===== src/hdl/lcp_pkg.sv =====
`timescale 1ns / 1ps

package lcp_pkg;

    // Default width of the parsed values, the brightness and the hold time.
    localparam int VALUE_WIDTH_DEF = 16;

    // Width of the lamp level field of a result beat.
    localparam int LEVEL_W = 16;

    // Depth of the job queue between the front and the back.
    localparam int QDEPTH = 4;
    localparam int QPTR_W = $clog2(QDEPTH);
    localparam int QCNT_W = $clog2(QDEPTH + 1);

    // Characters of the command language and of the status text.
    localparam logic [7:0] CHAR_A  = 8'h41;
    localparam logic [7:0] CHAR_B  = 8'h42;
    localparam logic [7:0] CHAR_C  = 8'h43;
    localparam logic [7:0] CHAR_D  = 8'h44;
    localparam logic [7:0] CHAR_E  = 8'h45;
    localparam logic [7:0] CHAR_Z  = 8'h5A;
    localparam logic [7:0] CHAR_0  = 8'h30;
    localparam logic [7:0] CHAR_9  = 8'h39;
    localparam logic [7:0] CHAR_CR = 8'h0D;
    localparam logic [7:0] CHAR_LF = 8'h0A;

    // Power-on value of the brightness and of the hold time.
    localparam int SETTING_RESET = 10;

    // Fields of the status text, in the order they are sent.
    localparam logic [1:0] FIELD_MODE   = 2'd0;
    localparam logic [1:0] FIELD_BRIGHT = 2'd1;
    localparam logic [1:0] FIELD_HOLD   = 2'd2;
    localparam logic [1:0] FIELD_EN     = 2'd3;

    // Kind code of a result beat.
    typedef enum logic [1:0] {
        KIND_LAMP = 2'd0,
        KIND_CHAR = 2'd1,
        KIND_SAVE = 2'd2
    } t_kind;

    // Kind of a job handed from the front to the back.
    typedef enum logic [1:0] {
        JOB_LAMP,
        JOB_STATUS,
        JOB_SAVE
    } t_job_kind;

    // Control part of a job. A status job also carries a snapshot of the
    // two single-bit settings; the wide settings travel beside it.
    typedef struct packed {
        t_job_kind            kind;
        logic                 last;
        logic                 mode;
        logic                 en;
        logic [LEVEL_W-1:0]   level;
    } t_job;

    // Front sequencer steps.
    typedef enum logic [2:0] {
        FE_EMPTY,
        FE_MAIN,
        FE_END,
        FE_SAVE,
        FE_TICK_OFF
    } t_fstate;

    // Back sequencer steps.
    typedef enum logic [2:0] {
        BK_IDLE,
        BK_SMALL,
        BK_LETTER,
        BK_CONV,
        BK_DIGITS,
        BK_CR,
        BK_LF
    } t_bstate;

    // Number of decimal digits of the largest value of a given bit width.
    function automatic int dec_digits(input int width);
        longint unsigned vmax;
        longint unsigned p;
        int              n;
        vmax = (longint'(1) << width) - 1;
        p    = 10;
        n    = 1;
        for (int i = 0; i < 20; i++) begin
            if (p <= vmax) begin
                n = n + 1;
                p = p * 10;
            end
        end
        return n;
    endfunction

endpackage


===== src/hdl/lamp_command_parser_controller.sv =====
`timescale 1ns / 1ps

// Channel  | Handshake                   | Payload per beat
// ---------+-----------------------------+----------------------------------------------
// input    | i_in_valid / o_in_stall     | i_action, i_rx_byte, i_end_of_buffer,
//          |                             | i_light_signal, i_motion_seen
// output   | o_out_valid / i_out_stall   | o_kind, o_lamp_level, o_tx_char, o_last
//
// A digit, a plain byte or a tick runs a single step in the front sequencer, so such
// beats are taken back to back while the queue has room; a tick that starts a hold
// of zero length runs a lamp-on step and then a lamp-off step, and a byte that ends
// a buffer runs its command, the end of buffer and, if a setting changed, a save request.
// In the back, a status text runs a bit-serial binary-to-decimal conversion of the
// brightness and of the hold time.
// Reset (i_rst_n low at a clock edge) restores the power-on settings and empties
// the job queue and the output register.
// The front stalls its input while a later step of the current beat is still to run and
// while a job waits for room in the four-entry queue; the back stalls only on
// i_out_stall, and a result beat holds in the output register while the next input
// beat is taken.

module lamp_command_parser_controller #(
    parameter int VALUE_WIDTH = lcp_pkg::VALUE_WIDTH_DEF
) (
    input  logic                        i_clk,
    input  logic                        i_rst_n,
    input  logic                        i_in_valid,
    output logic                        o_in_stall,
    input  logic                        i_action,
    input  logic [7:0]                  i_rx_byte,
    input  logic                        i_end_of_buffer,
    input  logic                        i_light_signal,
    input  logic                        i_motion_seen,
    output logic                        o_out_valid,
    input  logic                        i_out_stall,
    output logic [1:0]                  o_kind,
    output logic [lcp_pkg::LEVEL_W-1:0] o_lamp_level,
    output logic [7:0]                  o_tx_char,
    output logic                        o_last
);

    // Jobs from the front: lamp levels, status requests with a snapshot of
    // the settings, and save requests, each marked if it closes its beat.
    logic                   push;
    logic                   q_full;
    lcp_pkg::t_job          f_job;
    logic [VALUE_WIDTH-1:0] f_bright;
    logic [VALUE_WIDTH-1:0] f_hold;

    // Head of the queue as the back sees it.
    logic                   pop;
    logic                   q_empty;
    lcp_pkg::t_job          b_job;
    logic [VALUE_WIDTH-1:0] b_bright;
    logic [VALUE_WIDTH-1:0] b_hold;

    // The front parses bytes, runs commands against the settings and drives
    // the lamp on ticks. All state changes happen here, in item order.
    lcp_front #(
        .VALUE_WIDTH (VALUE_WIDTH)
    ) u_front (
        .i_clk           (i_clk),
        .i_rst_n         (i_rst_n),
        .i_in_valid      (i_in_valid),
        .o_in_stall      (o_in_stall),
        .i_action        (i_action),
        .i_rx_byte       (i_rx_byte),
        .i_end_of_buffer (i_end_of_buffer),
        .i_light_signal  (i_light_signal),
        .i_motion_seen   (i_motion_seen),
        .i_q_full        (q_full),
        .o_push          (push),
        .o_job           (f_job),
        .o_job_bright    (f_bright),
        .o_job_hold      (f_hold)
    );

    // The queue decouples the two sides, so a long status text in the back
    // does not hold up parsing.
    lcp_queue #(
        .VALUE_WIDTH (VALUE_WIDTH)
    ) u_queue (
        .i_clk    (i_clk),
        .i_rst_n  (i_rst_n),
        .i_push   (push),
        .i_job    (f_job),
        .i_bright (f_bright),
        .i_hold   (f_hold),
        .o_full   (q_full),
        .i_pop    (pop),
        .o_job    (b_job),
        .o_bright (b_bright),
        .o_hold   (b_hold),
        .o_empty  (q_empty)
    );

    // The back turns each job into result beats, expanding a status request
    // into its text with the values in decimal.
    lcp_back #(
        .VALUE_WIDTH (VALUE_WIDTH)
    ) u_back (
        .i_clk        (i_clk),
        .i_rst_n      (i_rst_n),
        .i_q_empty    (q_empty),
        .i_job        (b_job),
        .i_job_bright (b_bright),
        .i_job_hold   (b_hold),
        .o_pop        (pop),
        .o_out_valid  (o_out_valid),
        .i_out_stall  (i_out_stall),
        .o_kind       (o_kind),
        .o_lamp_level (o_lamp_level),
        .o_tx_char    (o_tx_char),
        .o_last       (o_last)
    );

endmodule


===== src/hdl/lcp_front.sv =====
`timescale 1ns / 1ps

module lcp_front #(
    parameter int VALUE_WIDTH = lcp_pkg::VALUE_WIDTH_DEF
) (
    input  logic                   i_clk,
    input  logic                   i_rst_n,
    input  logic                   i_in_valid,
    output logic                   o_in_stall,
    input  logic                   i_action,
    input  logic [7:0]             i_rx_byte,
    input  logic                   i_end_of_buffer,
    input  logic                   i_light_signal,
    input  logic                   i_motion_seen,
    input  logic                   i_q_full,
    output logic                   o_push,
    output lcp_pkg::t_job          o_job,
    output logic [VALUE_WIDTH-1:0] o_job_bright,
    output logic [VALUE_WIDTH-1:0] o_job_hold
);

    localparam int VW = VALUE_WIDTH;
    localparam int PW = VALUE_WIDTH + 4;
    localparam int LW = lcp_pkg::LEVEL_W;
    localparam logic [VW-1:0] VAL_ONE = VW'(1);
    localparam logic [VW-1:0] VAL_RESET = VW'(lcp_pkg::SETTING_RESET);

    lcp_pkg::t_fstate r_fstate, n_fstate;

    // Item held for the sequencer.
    logic          r_action;
    logic [7:0]    r_byte;
    logic          r_end;
    logic          r_light;
    logic          r_motion;

    // Settings and parser state.
    logic          r_mode, n_mode;
    logic [VW-1:0] r_bright, n_bright;
    logic [VW-1:0] r_hold_time, n_hold_time;
    logic          r_en, n_en;
    logic          r_holding, n_holding;
    logic [VW-1:0] r_hold_left, n_hold_left;
    logic [7:0]    r_letter, n_letter;
    logic          r_pend, n_pend;
    logic [VW-1:0] r_val, n_val;
    logic          r_touched, n_touched;

    logic          acc;
    logic          item_done;
    logic          is_digit;
    logic          is_letter;
    logic [PW-1:0] prod;
    logic [VW-1:0] val_next;
    logic          run;
    logic          c_a, c_b, c_c, c_d, c_e;
    logic          cmd_set;
    logic          cmd_job;
    logic          mode1, en1, holding1, touched1;
    logic [VW-1:0] bright1, hold1;
    logic          pend1;
    logic [7:0]    letter1;
    logic [VW-1:0] val1;
    logic          look_job;
    logic          touched2;
    logic [VW-1:0] hold_dec;
    logic          start;
    logic          step_need;
    logic          step_adv;
    lcp_pkg::t_fstate step_next;

    // Command decode and its effect on the settings, shared by the step that
    // runs a command on a non-digit byte and the step that runs it at the end
    // of a buffer.
    always_comb begin
        is_digit  = (r_byte >= lcp_pkg::CHAR_0) && (r_byte <= lcp_pkg::CHAR_9);
        is_letter = (r_byte >= lcp_pkg::CHAR_A) && (r_byte <= lcp_pkg::CHAR_Z);
        prod      = (PW'(r_val) << 3) + (PW'(r_val) << 1) + PW'(r_byte[3:0]);
        val_next  = (prod[PW-1:VW] != '0) ? '1 : prod[VW-1:0];

        run = r_pend && (((r_fstate == lcp_pkg::FE_MAIN) && !r_action && !is_digit) ||
                         (r_fstate == lcp_pkg::FE_END));
        c_a = (r_letter == lcp_pkg::CHAR_A);
        c_b = (r_letter == lcp_pkg::CHAR_B);
        c_c = (r_letter == lcp_pkg::CHAR_C);
        c_d = (r_letter == lcp_pkg::CHAR_D);
        c_e = (r_letter == lcp_pkg::CHAR_E);
        cmd_set  = run && (c_a || c_b || c_c || c_d);
        cmd_job  = run && (c_e || (c_d && (r_val != VAL_ONE) && r_holding));
        mode1    = (run && c_a) ? (r_val != '0) : r_mode;
        bright1  = (run && c_b) ? r_val : r_bright;
        hold1    = (run && c_c) ? r_val : r_hold_time;
        en1      = (run && c_d) ? (r_val == VAL_ONE) : r_en;
        holding1 = (run && c_d && (r_val != VAL_ONE)) ? 1'b0 : r_holding;
        touched1 = r_touched || cmd_set;

        // What the end-of-buffer step will find after this byte.
        pend1    = is_digit ? r_pend : is_letter;
        letter1  = is_letter ? r_byte : r_letter;
        val1     = is_digit ? (r_pend ? val_next : r_val) : '0;
        look_job = pend1 && ((letter1 == lcp_pkg::CHAR_E) ||
                             ((letter1 == lcp_pkg::CHAR_D) && (val1 != VAL_ONE) && holding1));
        touched2 = touched1 || (pend1 && (letter1 >= lcp_pkg::CHAR_A) &&
                                (letter1 <= lcp_pkg::CHAR_D));

        hold_dec = (r_holding && (r_hold_left != '0)) ? r_hold_left - VW'(1) : r_hold_left;
        start    = r_motion && !r_holding;
    end

    // Step datapath: the job of this step and the state it leaves.
    always_comb begin
        n_mode      = r_mode;
        n_bright    = r_bright;
        n_hold_time = r_hold_time;
        n_en        = r_en;
        n_holding   = r_holding;
        n_hold_left = r_hold_left;
        n_letter    = r_letter;
        n_pend      = r_pend;
        n_val       = r_val;
        n_touched   = r_touched;

        o_job.kind   = lcp_pkg::JOB_LAMP;
        o_job.last   = 1'b1;
        o_job.mode   = r_mode;
        o_job.en     = r_en;
        o_job.level  = '0;
        o_job_bright = r_bright;
        o_job_hold   = r_hold_time;
        step_need    = 1'b0;
        step_next    = lcp_pkg::FE_EMPTY;

        unique case (r_fstate)
            lcp_pkg::FE_EMPTY: begin
            end
            lcp_pkg::FE_MAIN: begin
                if (!r_action) begin
                    step_need   = cmd_job;
                    o_job.kind  = c_e ? lcp_pkg::JOB_STATUS : lcp_pkg::JOB_LAMP;
                    o_job.last  = !(r_end && (look_job || touched2));
                    n_mode      = mode1;
                    n_bright    = bright1;
                    n_hold_time = hold1;
                    n_en        = en1;
                    n_holding   = holding1;
                    n_touched   = touched1;
                    if (is_digit) begin
                        if (r_pend) begin
                            n_val = val_next;
                        end
                    end else if (is_letter) begin
                        n_letter = r_byte;
                        n_pend   = 1'b1;
                        n_val    = '0;
                    end else begin
                        n_pend = 1'b0;
                    end
                    step_next = r_end ? lcp_pkg::FE_END : lcp_pkg::FE_EMPTY;
                end else begin
                    n_hold_left = hold_dec;
                    if (!r_en) begin
                        step_need = 1'b1;
                    end else if (!r_mode) begin
                        step_need   = 1'b1;
                        o_job.level = r_light ? LW'(r_bright) : '0;
                    end else if (start) begin
                        step_need   = 1'b1;
                        o_job.level = LW'(r_bright);
                        n_hold_left = r_hold_time;
                        n_holding   = 1'b1;
                        if (r_hold_time == '0) begin
                            o_job.last = 1'b0;
                            step_next  = lcp_pkg::FE_TICK_OFF;
                        end
                    end else if (r_holding && (hold_dec == '0)) begin
                        step_need = 1'b1;
                        n_holding = 1'b0;
                    end
                end
            end
            lcp_pkg::FE_END: begin
                step_need   = cmd_job;
                o_job.kind  = c_e ? lcp_pkg::JOB_STATUS : lcp_pkg::JOB_LAMP;
                o_job.last  = !touched1;
                n_mode      = mode1;
                n_bright    = bright1;
                n_hold_time = hold1;
                n_en        = en1;
                n_holding   = holding1;
                n_touched   = touched1;
                n_pend      = 1'b0;
                n_val       = '0;
                step_next   = touched1 ? lcp_pkg::FE_SAVE : lcp_pkg::FE_EMPTY;
            end
            lcp_pkg::FE_SAVE: begin
                step_need  = 1'b1;
                o_job.kind = lcp_pkg::JOB_SAVE;
                n_touched  = 1'b0;
            end
            lcp_pkg::FE_TICK_OFF: begin
                step_need = 1'b1;
                n_holding = 1'b0;
            end
            default: begin
            end
        endcase

        step_adv = !step_need || !i_q_full;
    end

    // Handshake outputs.
    always_comb begin
        item_done  = (r_fstate == lcp_pkg::FE_EMPTY) ||
                     (step_adv && (step_next == lcp_pkg::FE_EMPTY));
        o_in_stall = !item_done;
        acc        = i_in_valid && item_done;
        o_push     = step_need && step_adv;
    end

    // Next step.
    always_comb begin
        n_fstate = r_fstate;
        if (item_done) begin
            n_fstate = acc ? lcp_pkg::FE_MAIN : lcp_pkg::FE_EMPTY;
        end else if (step_adv) begin
            n_fstate = step_next;
        end
    end

    always_ff @(posedge i_clk) begin
        if (!i_rst_n) begin
            r_fstate    <= lcp_pkg::FE_EMPTY;
            r_mode      <= 1'b0;
            r_bright    <= VAL_RESET;
            r_hold_time <= VAL_RESET;
            r_en        <= 1'b1;
            r_holding   <= 1'b0;
            r_hold_left <= '0;
            r_letter    <= '0;
            r_pend      <= 1'b0;
            r_val       <= '0;
            r_touched   <= 1'b0;
        end else begin
            r_fstate <= n_fstate;
            if (step_adv) begin
                r_mode      <= n_mode;
                r_bright    <= n_bright;
                r_hold_time <= n_hold_time;
                r_en        <= n_en;
                r_holding   <= n_holding;
                r_hold_left <= n_hold_left;
                r_letter    <= n_letter;
                r_pend      <= n_pend;
                r_val       <= n_val;
                r_touched   <= n_touched;
            end
        end
    end

    always_ff @(posedge i_clk) begin
        if (acc) begin
            r_action <= i_action;
            r_byte   <= i_rx_byte;
            r_end    <= i_end_of_buffer;
            r_light  <= i_light_signal;
            r_motion <= i_motion_seen;
        end
    end

    // The second beat of a zero-length hold only follows a hold that started
    // with nothing left to count.
    a_tick_off: assert property (@(posedge i_clk) disable iff (!i_rst_n)
        (r_fstate == lcp_pkg::FE_TICK_OFF) |-> (r_holding && (r_hold_left == '0)))
        else $error("second tick beat without an expired hold");

    // A save step is only entered with changed settings.
    a_save_touched: assert property (@(posedge i_clk) disable iff (!i_rst_n)
        (r_fstate == lcp_pkg::FE_SAVE) |-> r_touched)
        else $error("save step entered with no changed setting");

endmodule


===== src/hdl/lcp_queue.sv =====
`timescale 1ns / 1ps

module lcp_queue #(
    parameter int VALUE_WIDTH = lcp_pkg::VALUE_WIDTH_DEF
) (
    input  logic                   i_clk,
    input  logic                   i_rst_n,
    input  logic                   i_push,
    input  lcp_pkg::t_job          i_job,
    input  logic [VALUE_WIDTH-1:0] i_bright,
    input  logic [VALUE_WIDTH-1:0] i_hold,
    output logic                   o_full,
    input  logic                   i_pop,
    output lcp_pkg::t_job          o_job,
    output logic [VALUE_WIDTH-1:0] o_bright,
    output logic [VALUE_WIDTH-1:0] o_hold,
    output logic                   o_empty
);

    localparam int PW = lcp_pkg::QPTR_W;
    localparam int CW = lcp_pkg::QCNT_W;

    lcp_pkg::t_job          r_job    [lcp_pkg::QDEPTH];
    logic [VALUE_WIDTH-1:0] r_bright [lcp_pkg::QDEPTH];
    logic [VALUE_WIDTH-1:0] r_hold   [lcp_pkg::QDEPTH];
    logic [PW-1:0]          r_wr, n_wr;
    logic [PW-1:0]          r_rd, n_rd;
    logic [CW-1:0]          r_cnt, n_cnt;

    always_comb begin
        o_full   = (r_cnt == CW'(lcp_pkg::QDEPTH));
        o_empty  = (r_cnt == '0);
        o_job    = r_job[r_rd];
        o_bright = r_bright[r_rd];
        o_hold   = r_hold[r_rd];
        n_wr     = i_push ? r_wr + PW'(1) : r_wr;
        n_rd     = i_pop ? r_rd + PW'(1) : r_rd;
        n_cnt    = r_cnt + CW'(i_push) - CW'(i_pop);
    end

    always_ff @(posedge i_clk) begin
        if (!i_rst_n) begin
            r_wr  <= '0;
            r_rd  <= '0;
            r_cnt <= '0;
        end else begin
            r_wr  <= n_wr;
            r_rd  <= n_rd;
            r_cnt <= n_cnt;
        end
    end

    always_ff @(posedge i_clk) begin
        if (i_push) begin
            r_job[r_wr]    <= i_job;
            r_bright[r_wr] <= i_bright;
            r_hold[r_wr]   <= i_hold;
        end
    end

    a_no_overflow: assert property (@(posedge i_clk) disable iff (!i_rst_n)
        i_push |-> !o_full)
        else $error("job pushed into a full queue");

    a_no_underflow: assert property (@(posedge i_clk) disable iff (!i_rst_n)
        i_pop |-> !o_empty)
        else $error("job popped from an empty queue");

endmodule


===== src/hdl/lcp_back.sv =====
`timescale 1ns / 1ps

module lcp_back #(
    parameter int VALUE_WIDTH = lcp_pkg::VALUE_WIDTH_DEF
) (
    input  logic                         i_clk,
    input  logic                         i_rst_n,
    input  logic                         i_q_empty,
    input  lcp_pkg::t_job                i_job,
    input  logic [VALUE_WIDTH-1:0]       i_job_bright,
    input  logic [VALUE_WIDTH-1:0]       i_job_hold,
    output logic                         o_pop,
    output logic                         o_out_valid,
    input  logic                         i_out_stall,
    output logic [1:0]                   o_kind,
    output logic [lcp_pkg::LEVEL_W-1:0]  o_lamp_level,
    output logic [7:0]                   o_tx_char,
    output logic                         o_last
);

    localparam int VW    = VALUE_WIDTH;
    localparam int LW    = lcp_pkg::LEVEL_W;
    localparam int ND    = lcp_pkg::dec_digits(VALUE_WIDTH);
    localparam int BCD_W = 4 * ND;
    localparam int CNT_W = $clog2(VALUE_WIDTH);

    lcp_pkg::t_bstate r_bstate, n_bstate;

    logic [1:0]       r_field, n_field;
    logic             r_mode, n_mode;
    logic             r_en, n_en;
    logic [VW-1:0]    r_bright, n_bright;
    logic [VW-1:0]    r_hold, n_hold;
    logic             r_last, n_last;
    logic [VW-1:0]    r_bin, n_bin;
    logic [BCD_W-1:0] r_bcd, n_bcd;
    logic [CNT_W-1:0] r_cnt, n_cnt;
    logic             r_lead, n_lead;

    logic             r_ov;
    lcp_pkg::t_kind   r_okind;
    logic [LW-1:0]    r_olevel;
    logic [7:0]       r_ochar;
    logic             r_olast;

    logic             can_load;
    logic [3:0]       bcd_top;
    logic             skip;
    logic [BCD_W-1:0] bcd_adj;
    logic             beat;
    lcp_pkg::t_kind   b_kind;
    logic [LW-1:0]    b_level;
    logic [7:0]       b_char;
    logic             b_last;

    always_comb begin
        can_load = !r_ov || !i_out_stall;
        bcd_top  = r_bcd[BCD_W-1 -: 4];
        skip     = r_lead && (bcd_top == 4'd0) && (r_cnt != '0);
        for (int i = 0; i < ND; i++) begin
            bcd_adj[4*i +: 4] = (r_bcd[4*i +: 4] >= 4'd5) ? r_bcd[4*i +: 4] + 4'd3
                                                          : r_bcd[4*i +: 4];
        end
    end

    // Next step.
    always_comb begin
        n_bstate = r_bstate;
        unique case (r_bstate)
            lcp_pkg::BK_IDLE: begin
                if (!i_q_empty && can_load && (i_job.kind == lcp_pkg::JOB_STATUS)) begin
                    n_bstate = lcp_pkg::BK_SMALL;
                end
            end
            lcp_pkg::BK_SMALL: begin
                if (can_load) begin
                    n_bstate = (r_field == lcp_pkg::FIELD_MODE) ? lcp_pkg::BK_LETTER
                                                                : lcp_pkg::BK_CR;
                end
            end
            lcp_pkg::BK_LETTER: begin
                if (can_load) begin
                    n_bstate = (r_field == lcp_pkg::FIELD_EN) ? lcp_pkg::BK_SMALL
                                                              : lcp_pkg::BK_CONV;
                end
            end
            lcp_pkg::BK_CONV: begin
                if (r_cnt == CNT_W'(VW - 1)) begin
                    n_bstate = lcp_pkg::BK_DIGITS;
                end
            end
            lcp_pkg::BK_DIGITS: begin
                if (!skip && can_load && (r_cnt == '0)) begin
                    n_bstate = lcp_pkg::BK_LETTER;
                end
            end
            lcp_pkg::BK_CR: begin
                if (can_load) begin
                    n_bstate = lcp_pkg::BK_LF;
                end
            end
            lcp_pkg::BK_LF: begin
                if (can_load) begin
                    n_bstate = lcp_pkg::BK_IDLE;
                end
            end
            default: begin
                n_bstate = lcp_pkg::BK_IDLE;
            end
        endcase
    end

    // Beats, queue pops and the conversion datapath.
    always_comb begin
        n_field  = r_field;
        n_mode   = r_mode;
        n_en     = r_en;
        n_bright = r_bright;
        n_hold   = r_hold;
        n_last   = r_last;
        n_bin    = r_bin;
        n_bcd    = r_bcd;
        n_cnt    = r_cnt;
        n_lead   = r_lead;
        o_pop    = 1'b0;
        beat     = 1'b0;
        b_kind   = lcp_pkg::KIND_CHAR;
        b_level  = '0;
        b_char   = '0;
        b_last   = 1'b0;

        unique case (r_bstate)
            lcp_pkg::BK_IDLE: begin
                if (!i_q_empty && can_load) begin
                    o_pop = 1'b1;
                    beat  = 1'b1;
                    unique case (i_job.kind)
                        lcp_pkg::JOB_LAMP: begin
                            b_kind  = lcp_pkg::KIND_LAMP;
                            b_level = i_job.level;
                            b_last  = i_job.last;
                        end
                        lcp_pkg::JOB_SAVE: begin
                            b_kind = lcp_pkg::KIND_SAVE;
                            b_last = i_job.last;
                        end
                        lcp_pkg::JOB_STATUS: begin
                            b_char   = lcp_pkg::CHAR_A;
                            n_field  = lcp_pkg::FIELD_MODE;
                            n_mode   = i_job.mode;
                            n_en     = i_job.en;
                            n_bright = i_job_bright;
                            n_hold   = i_job_hold;
                            n_last   = i_job.last;
                        end
                        default: begin
                        end
                    endcase
                end
            end
            lcp_pkg::BK_SMALL: begin
                if (can_load) begin
                    beat = 1'b1;
                    if (r_field == lcp_pkg::FIELD_MODE) begin
                        b_char  = lcp_pkg::CHAR_0 + {7'd0, r_mode};
                        n_field = lcp_pkg::FIELD_BRIGHT;
                    end else begin
                        b_char = lcp_pkg::CHAR_0 + {7'd0, r_en};
                    end
                end
            end
            lcp_pkg::BK_LETTER: begin
                if (can_load) begin
                    beat   = 1'b1;
                    b_char = lcp_pkg::CHAR_A + {6'd0, r_field};
                    n_bin  = (r_field == lcp_pkg::FIELD_BRIGHT) ? r_bright : r_hold;
                    n_bcd  = '0;
                    n_cnt  = '0;
                end
            end
            lcp_pkg::BK_CONV: begin
                // One shift-and-add-three step per cycle, most significant
                // bit first.
                n_bcd = {bcd_adj[BCD_W-2:0], r_bin[VW-1]};
                n_bin = r_bin << 1;
                if (r_cnt == CNT_W'(VW - 1)) begin
                    n_cnt  = CNT_W'(ND - 1);
                    n_lead = 1'b1;
                end else begin
                    n_cnt = r_cnt + CNT_W'(1);
                end
            end
            lcp_pkg::BK_DIGITS: begin
                if (skip) begin
                    n_bcd = r_bcd << 4;
                    n_cnt = r_cnt - CNT_W'(1);
                end else if (can_load) begin
                    beat   = 1'b1;
                    b_char = lcp_pkg::CHAR_0 + {4'd0, bcd_top};
                    n_bcd  = r_bcd << 4;
                    n_lead = 1'b0;
                    if (r_cnt == '0) begin
                        n_field = r_field + 2'd1;
                    end else begin
                        n_cnt = r_cnt - CNT_W'(1);
                    end
                end
            end
            lcp_pkg::BK_CR: begin
                if (can_load) begin
                    beat   = 1'b1;
                    b_char = lcp_pkg::CHAR_CR;
                end
            end
            lcp_pkg::BK_LF: begin
                if (can_load) begin
                    beat   = 1'b1;
                    b_char = lcp_pkg::CHAR_LF;
                    b_last = r_last;
                end
            end
            default: begin
            end
        endcase
    end

    always_ff @(posedge i_clk) begin
        if (!i_rst_n) begin
            r_bstate <= lcp_pkg::BK_IDLE;
            r_ov     <= 1'b0;
        end else begin
            r_bstate <= n_bstate;
            if (beat) begin
                r_ov <= 1'b1;
            end else if (!i_out_stall) begin
                r_ov <= 1'b0;
            end
        end
    end

    always_ff @(posedge i_clk) begin
        r_field  <= n_field;
        r_mode   <= n_mode;
        r_en     <= n_en;
        r_bright <= n_bright;
        r_hold   <= n_hold;
        r_last   <= n_last;
        r_bin    <= n_bin;
        r_bcd    <= n_bcd;
        r_cnt    <= n_cnt;
        r_lead   <= n_lead;
        if (beat) begin
            r_okind  <= b_kind;
            r_olevel <= b_level;
            r_ochar  <= b_char;
            r_olast  <= b_last;
        end
    end

    assign o_out_valid  = r_ov;
    assign o_kind       = r_okind;
    assign o_lamp_level = r_olevel;
    assign o_tx_char    = r_ochar;
    assign o_last       = r_olast;

    // A conversion runs to its end and hands over straight to the digits.
    a_conv_flow: assert property (@(posedge i_clk) disable iff (!i_rst_n)
        (r_bstate == lcp_pkg::BK_CONV) |=>
            ((r_bstate == lcp_pkg::BK_CONV) || (r_bstate == lcp_pkg::BK_DIGITS)))
        else $error("conversion left before its last step");

endmodule


===== config.mk =====
export PLATFORM = sky130hd
export DESIGN_NAME = lamp_command_parser_controller
export DESIGN_NICKNAME = d
export VERILOG_FILES = /design/src/hdl/lcp_pkg.sv /design/src/hdl/lamp_command_parser_controller.sv /design/src/hdl/lcp_front.sv /design/src/hdl/lcp_queue.sv /design/src/hdl/lcp_back.sv
export SDC_FILE = /design/constraint.sdc
export NUM_CORES = 1
export LEC_CHECK = 0
export BUFFER_PORTS_ARGS = -buffer_cell sky130_fd_sc_hd__buf_2
export CAP_MARGIN = 20
export CORE_ASPECT_RATIO = 0.6
export CORE_MARGIN = 4
export CORE_UTILIZATION = 51
export CTS_CLUSTER_SIZE = 40
export DETAILED_ROUTE_END_ITERATION = 6
export MAX_ROUTING_LAYER = met4
export PLACE_DENSITY = 0.64
export SYNTH_ARGS = -nofsm -noshare
export SYNTH_HDL_FRONTEND = slang
export SYNTH_HIERARCHICAL = 1
export SYNTH_SLANG_ARGS = --single-unit

===== constraint.sdc =====
create_clock -name i_clk -period 6.1 [get_ports i_clk]
set_input_delay 0.61 -clock i_clk [delete_from_list [all_inputs] [get_ports i_clk]]
set_output_delay 0.61 -clock i_clk [all_outputs]
set_load 0.03 [all_outputs]

==> out/metrics.cfg <==
[clock_tree]
clk_pin_slew_worst_paths_ns = 0.07
clockBufferDepth = 3
cts_hold_buf = 0
post-cts-setup-buffers = 0
htreeDepth = 2
root_buffer = clkbuf_16
clock_sinks = 420
clock_latency_ns = 0.53
cts.repair.resized = 0
numCtsBuffers = 39
cts_tree = built

[logic_synthesis]
syn-num-nets = 1434
yosys-top-cells-area = edfxtp_1, dfxtp_1, mux4_2
synthDistinctLibCells = 95
syn_inst = 1359
synth_top_cell_area_share_pct = 52.32
synth-seq-cells = 420
yosys_warnings = 6
yosysSeqAreaShare_pct = 62.24
netlist_area_sq_um = 18770
syn_avg_cell_area_sq_um = 13.81
yosysTopAreaCell = edfxtp_1
synth_edf_count = 327
async_flop_share_pct = 0
ys.flop_type = edfxtp_1

[timing]
rsz0062_at_grt = false
setup_tns_ns = 0
report.final.slew_viol_count = 0
min_period_over_period_pct = 74.83
min_period_ns = 4.565
max_freq_ghz = 0.2191
report.final.hold_viol_count = 0
slew_headroom_pct = 31.18
setup_viol = 0
tightestPinTransition_ns = 1.032
fin_skew_ns = 0.01910

[critical_path]
r2r_cells = 11
startpoint_type = flop
critical_path.cell_chain = nor3b_1, nand4_1, a2bb2oi_1, o2111ai_1, nor4_2, nand2_1, nand2_1, a21oi_1, nor2_1, and2_2, buf_4
endpoint = u_queue/r_bright[0][8]
critPathMaxStageDelay_ns = 0.66
crit_path_top_delay_cell = dfxtp_1
r2r_end = u_queue/r_bright[0][8]
cp_data_arrival_time_ns = 4.72
endpoint_kind = flop
r2r_setup_slack_ns = 1.54
startpoint = u_front/r_holding
rr_startpoint = u_front/r_holding
crit_required_ns = 6.25
timing_worst_setup_path_type = reg2reg
worst-path-max-fanout = 53
crit_top_cell = nand2_1
path_depth = 11
path_buf_inv = 1
critPathTopFamily = simple AND/OR/NAND/NOR gates

[power_and_ir_drop]
powerDensity_nw_per_um2 = 358.2
leakage_nw = 7.295
ir_drop_mv = 0.2045

[route]
routedWlPerCell_microns = 21.19
vias_per_cell = 5.902
wl_mm = 40.40
drcViolationCount = 0
antenna_left = 0
vias = 11260
drtPass1Iterations = 7
dr.first_iter.drc_count = 1005

[finish]
nets = 1477
syn_to_final_growth_pct = 10.02
fillers = 2955
insertedDiodeCount = 0
mostFrequentLayoutCell = edfxtp_1
final_cell_mix = edfxtp_1, nand2_1, nor2_1
layout-drive-gt1-share_pct = 16.70
final_core_util_pct = 56.81

[global_routing]
globalRouteTotalUtil_pct = 20.72
first_global_vias = 10670
grt_start_max_net_pins = 58
grt_overflow = 0
antenna_found_initial = 0
grt_pass1_wl_mm = 63.37

[placement]
port_buffers = 43
dp_hpwl_mm = 26.81
gp_congestion = 0.8449

[floorplanning]
die_w_microns = 255.7
die_y_microns = 156.6
ios = 45
core_area_sq_um = 36350
floorplan.initialDensity_pct = 51.63
dieArea_sq_um = 40040
floorplan.rows = 54

[job]
cap_violations = 0

[status]
status = finished clean

[hold_path]
min_path_type = in2reg

cell families (layout without fill, tap and decap cells):
logic type	after synthesis	after routing	share of synthesized area [%]
multiplexers	116	116	9.813
adder cells (fa/ha/maj)	59	59	4.053
AO/OA/AOI/OAI	255	255	9.180
buffers and inverters	108	180	3.020
flip-flops	420	420	62.24
other	1	1	0.01998
AND/OR/NAND/NOR	375	375	10.43
XOR/XNOR	25	25	1.247
flip-flops by register name (all words and copies together) (netlist names), 4 cells and up, named ones only:
register              count
u_front/r_byte            8
u_back/r_bcd             20
u_front/r_val            16
u_back/r_hold            16
u_queue/r_bright         64
u_back/r_cnt              4
u_back/r_bright          16
u_front/r_hold_left      16
u_back/o_lamp_level      16
u_front/r_letter          8
u_queue/r_hold           64
u_queue/r_job            84
u_front/o_job_bright     16
u_back/o_tx_char          6
u_front/o_job_hold       16
u_back/r_bin             16
report_power, final:
group / switching (W) / internal [W]
Combinational: 0.000853 / 0.000554
Sequential: 0.000142 / 0.00342
Clock: 0.00104 / 0.00139
Total: 0.00203 / 0.00536
stage by stage:
stage | power (W) | hold WS (ns) | area [sq um] | worst slack, ns | instances
after global placement | 0.005014 | 0.4474 | 19320 | 1.668 | 1833
after detailed placement | 0.005034 | 0.4584 | 19330 | 1.595 | 1834
final | 0.007396 | 0.2545 | 20650 | 1.535 | 1907
after CTS | 0.007465 | 0.2295 | 20600 | 1.570 | 1904
after global routing | 0.007750 | 0.2309 | 20650 | 1.086 | 1907
after floorplan | 0.004707 | 0.4302 | 18770 | 0.6232 | 1359
routing by layer:
metal | GRT usage (%) | wire length (microns)
met5 | - | 0
met4 | 3.313 | 495
met2 | 27.86 | 16440
met3 | 3.785 | 2450
met1 | 33.21 | 21020
cell usage after synthesis (22+ instances only):
library cell / n
a21oi_1: 68
dfxtp_1: 93
nor2_1: 99
nand2_1: 99
inv_1: 49
nor3_1: 23
mux2i_1: 58
ha_1: 56
and2_1: 37
clkbuf_1: 22
edfxtp_1: 327
o21ai_0: 69
mux4_2: 50
worst min-delay path by stage:
| stage | startpoint | end | slack, ns | depth (start not counted) |
|---|---|---|---|---|
| floorplan | u_front/r_letter[6] | u_front/r_letter[6] | 0.43 | 2 |
| global placement | u_front/r_letter[6] | u_front/r_letter[6] | 0.45 | 2 |
| detailed placement | u_front/r_letter[6] | u_front/r_letter[6] | 0.46 | 2 |
| CTS | i_light_signal | u_front/r_light | 0.23 | 1 |
| global route | i_rx_byte[5] | u_front/r_byte[5] | 0.23 | 1 |
| finish | i_rx_byte[7] | u_front/r_byte[7] | 0.25 | 1 |
final cells by class:
type / count / area (sq um) / area share, %
repair buffers: 61 / 375.4 / 1.818
clock buffers: 52 / 1087 / 5.265
flip-flops and latches: 420 / 11690 / 56.59
multi-input cells: 831 / 6535 / 31.65
well taps: 476 / 595.6 / 2.884
inverters: 49 / 183.9 / 0.8907
clock inverters: 18 / 186.4 / 0.9028
Note: power is estimated with default switching activity, not from simulation.
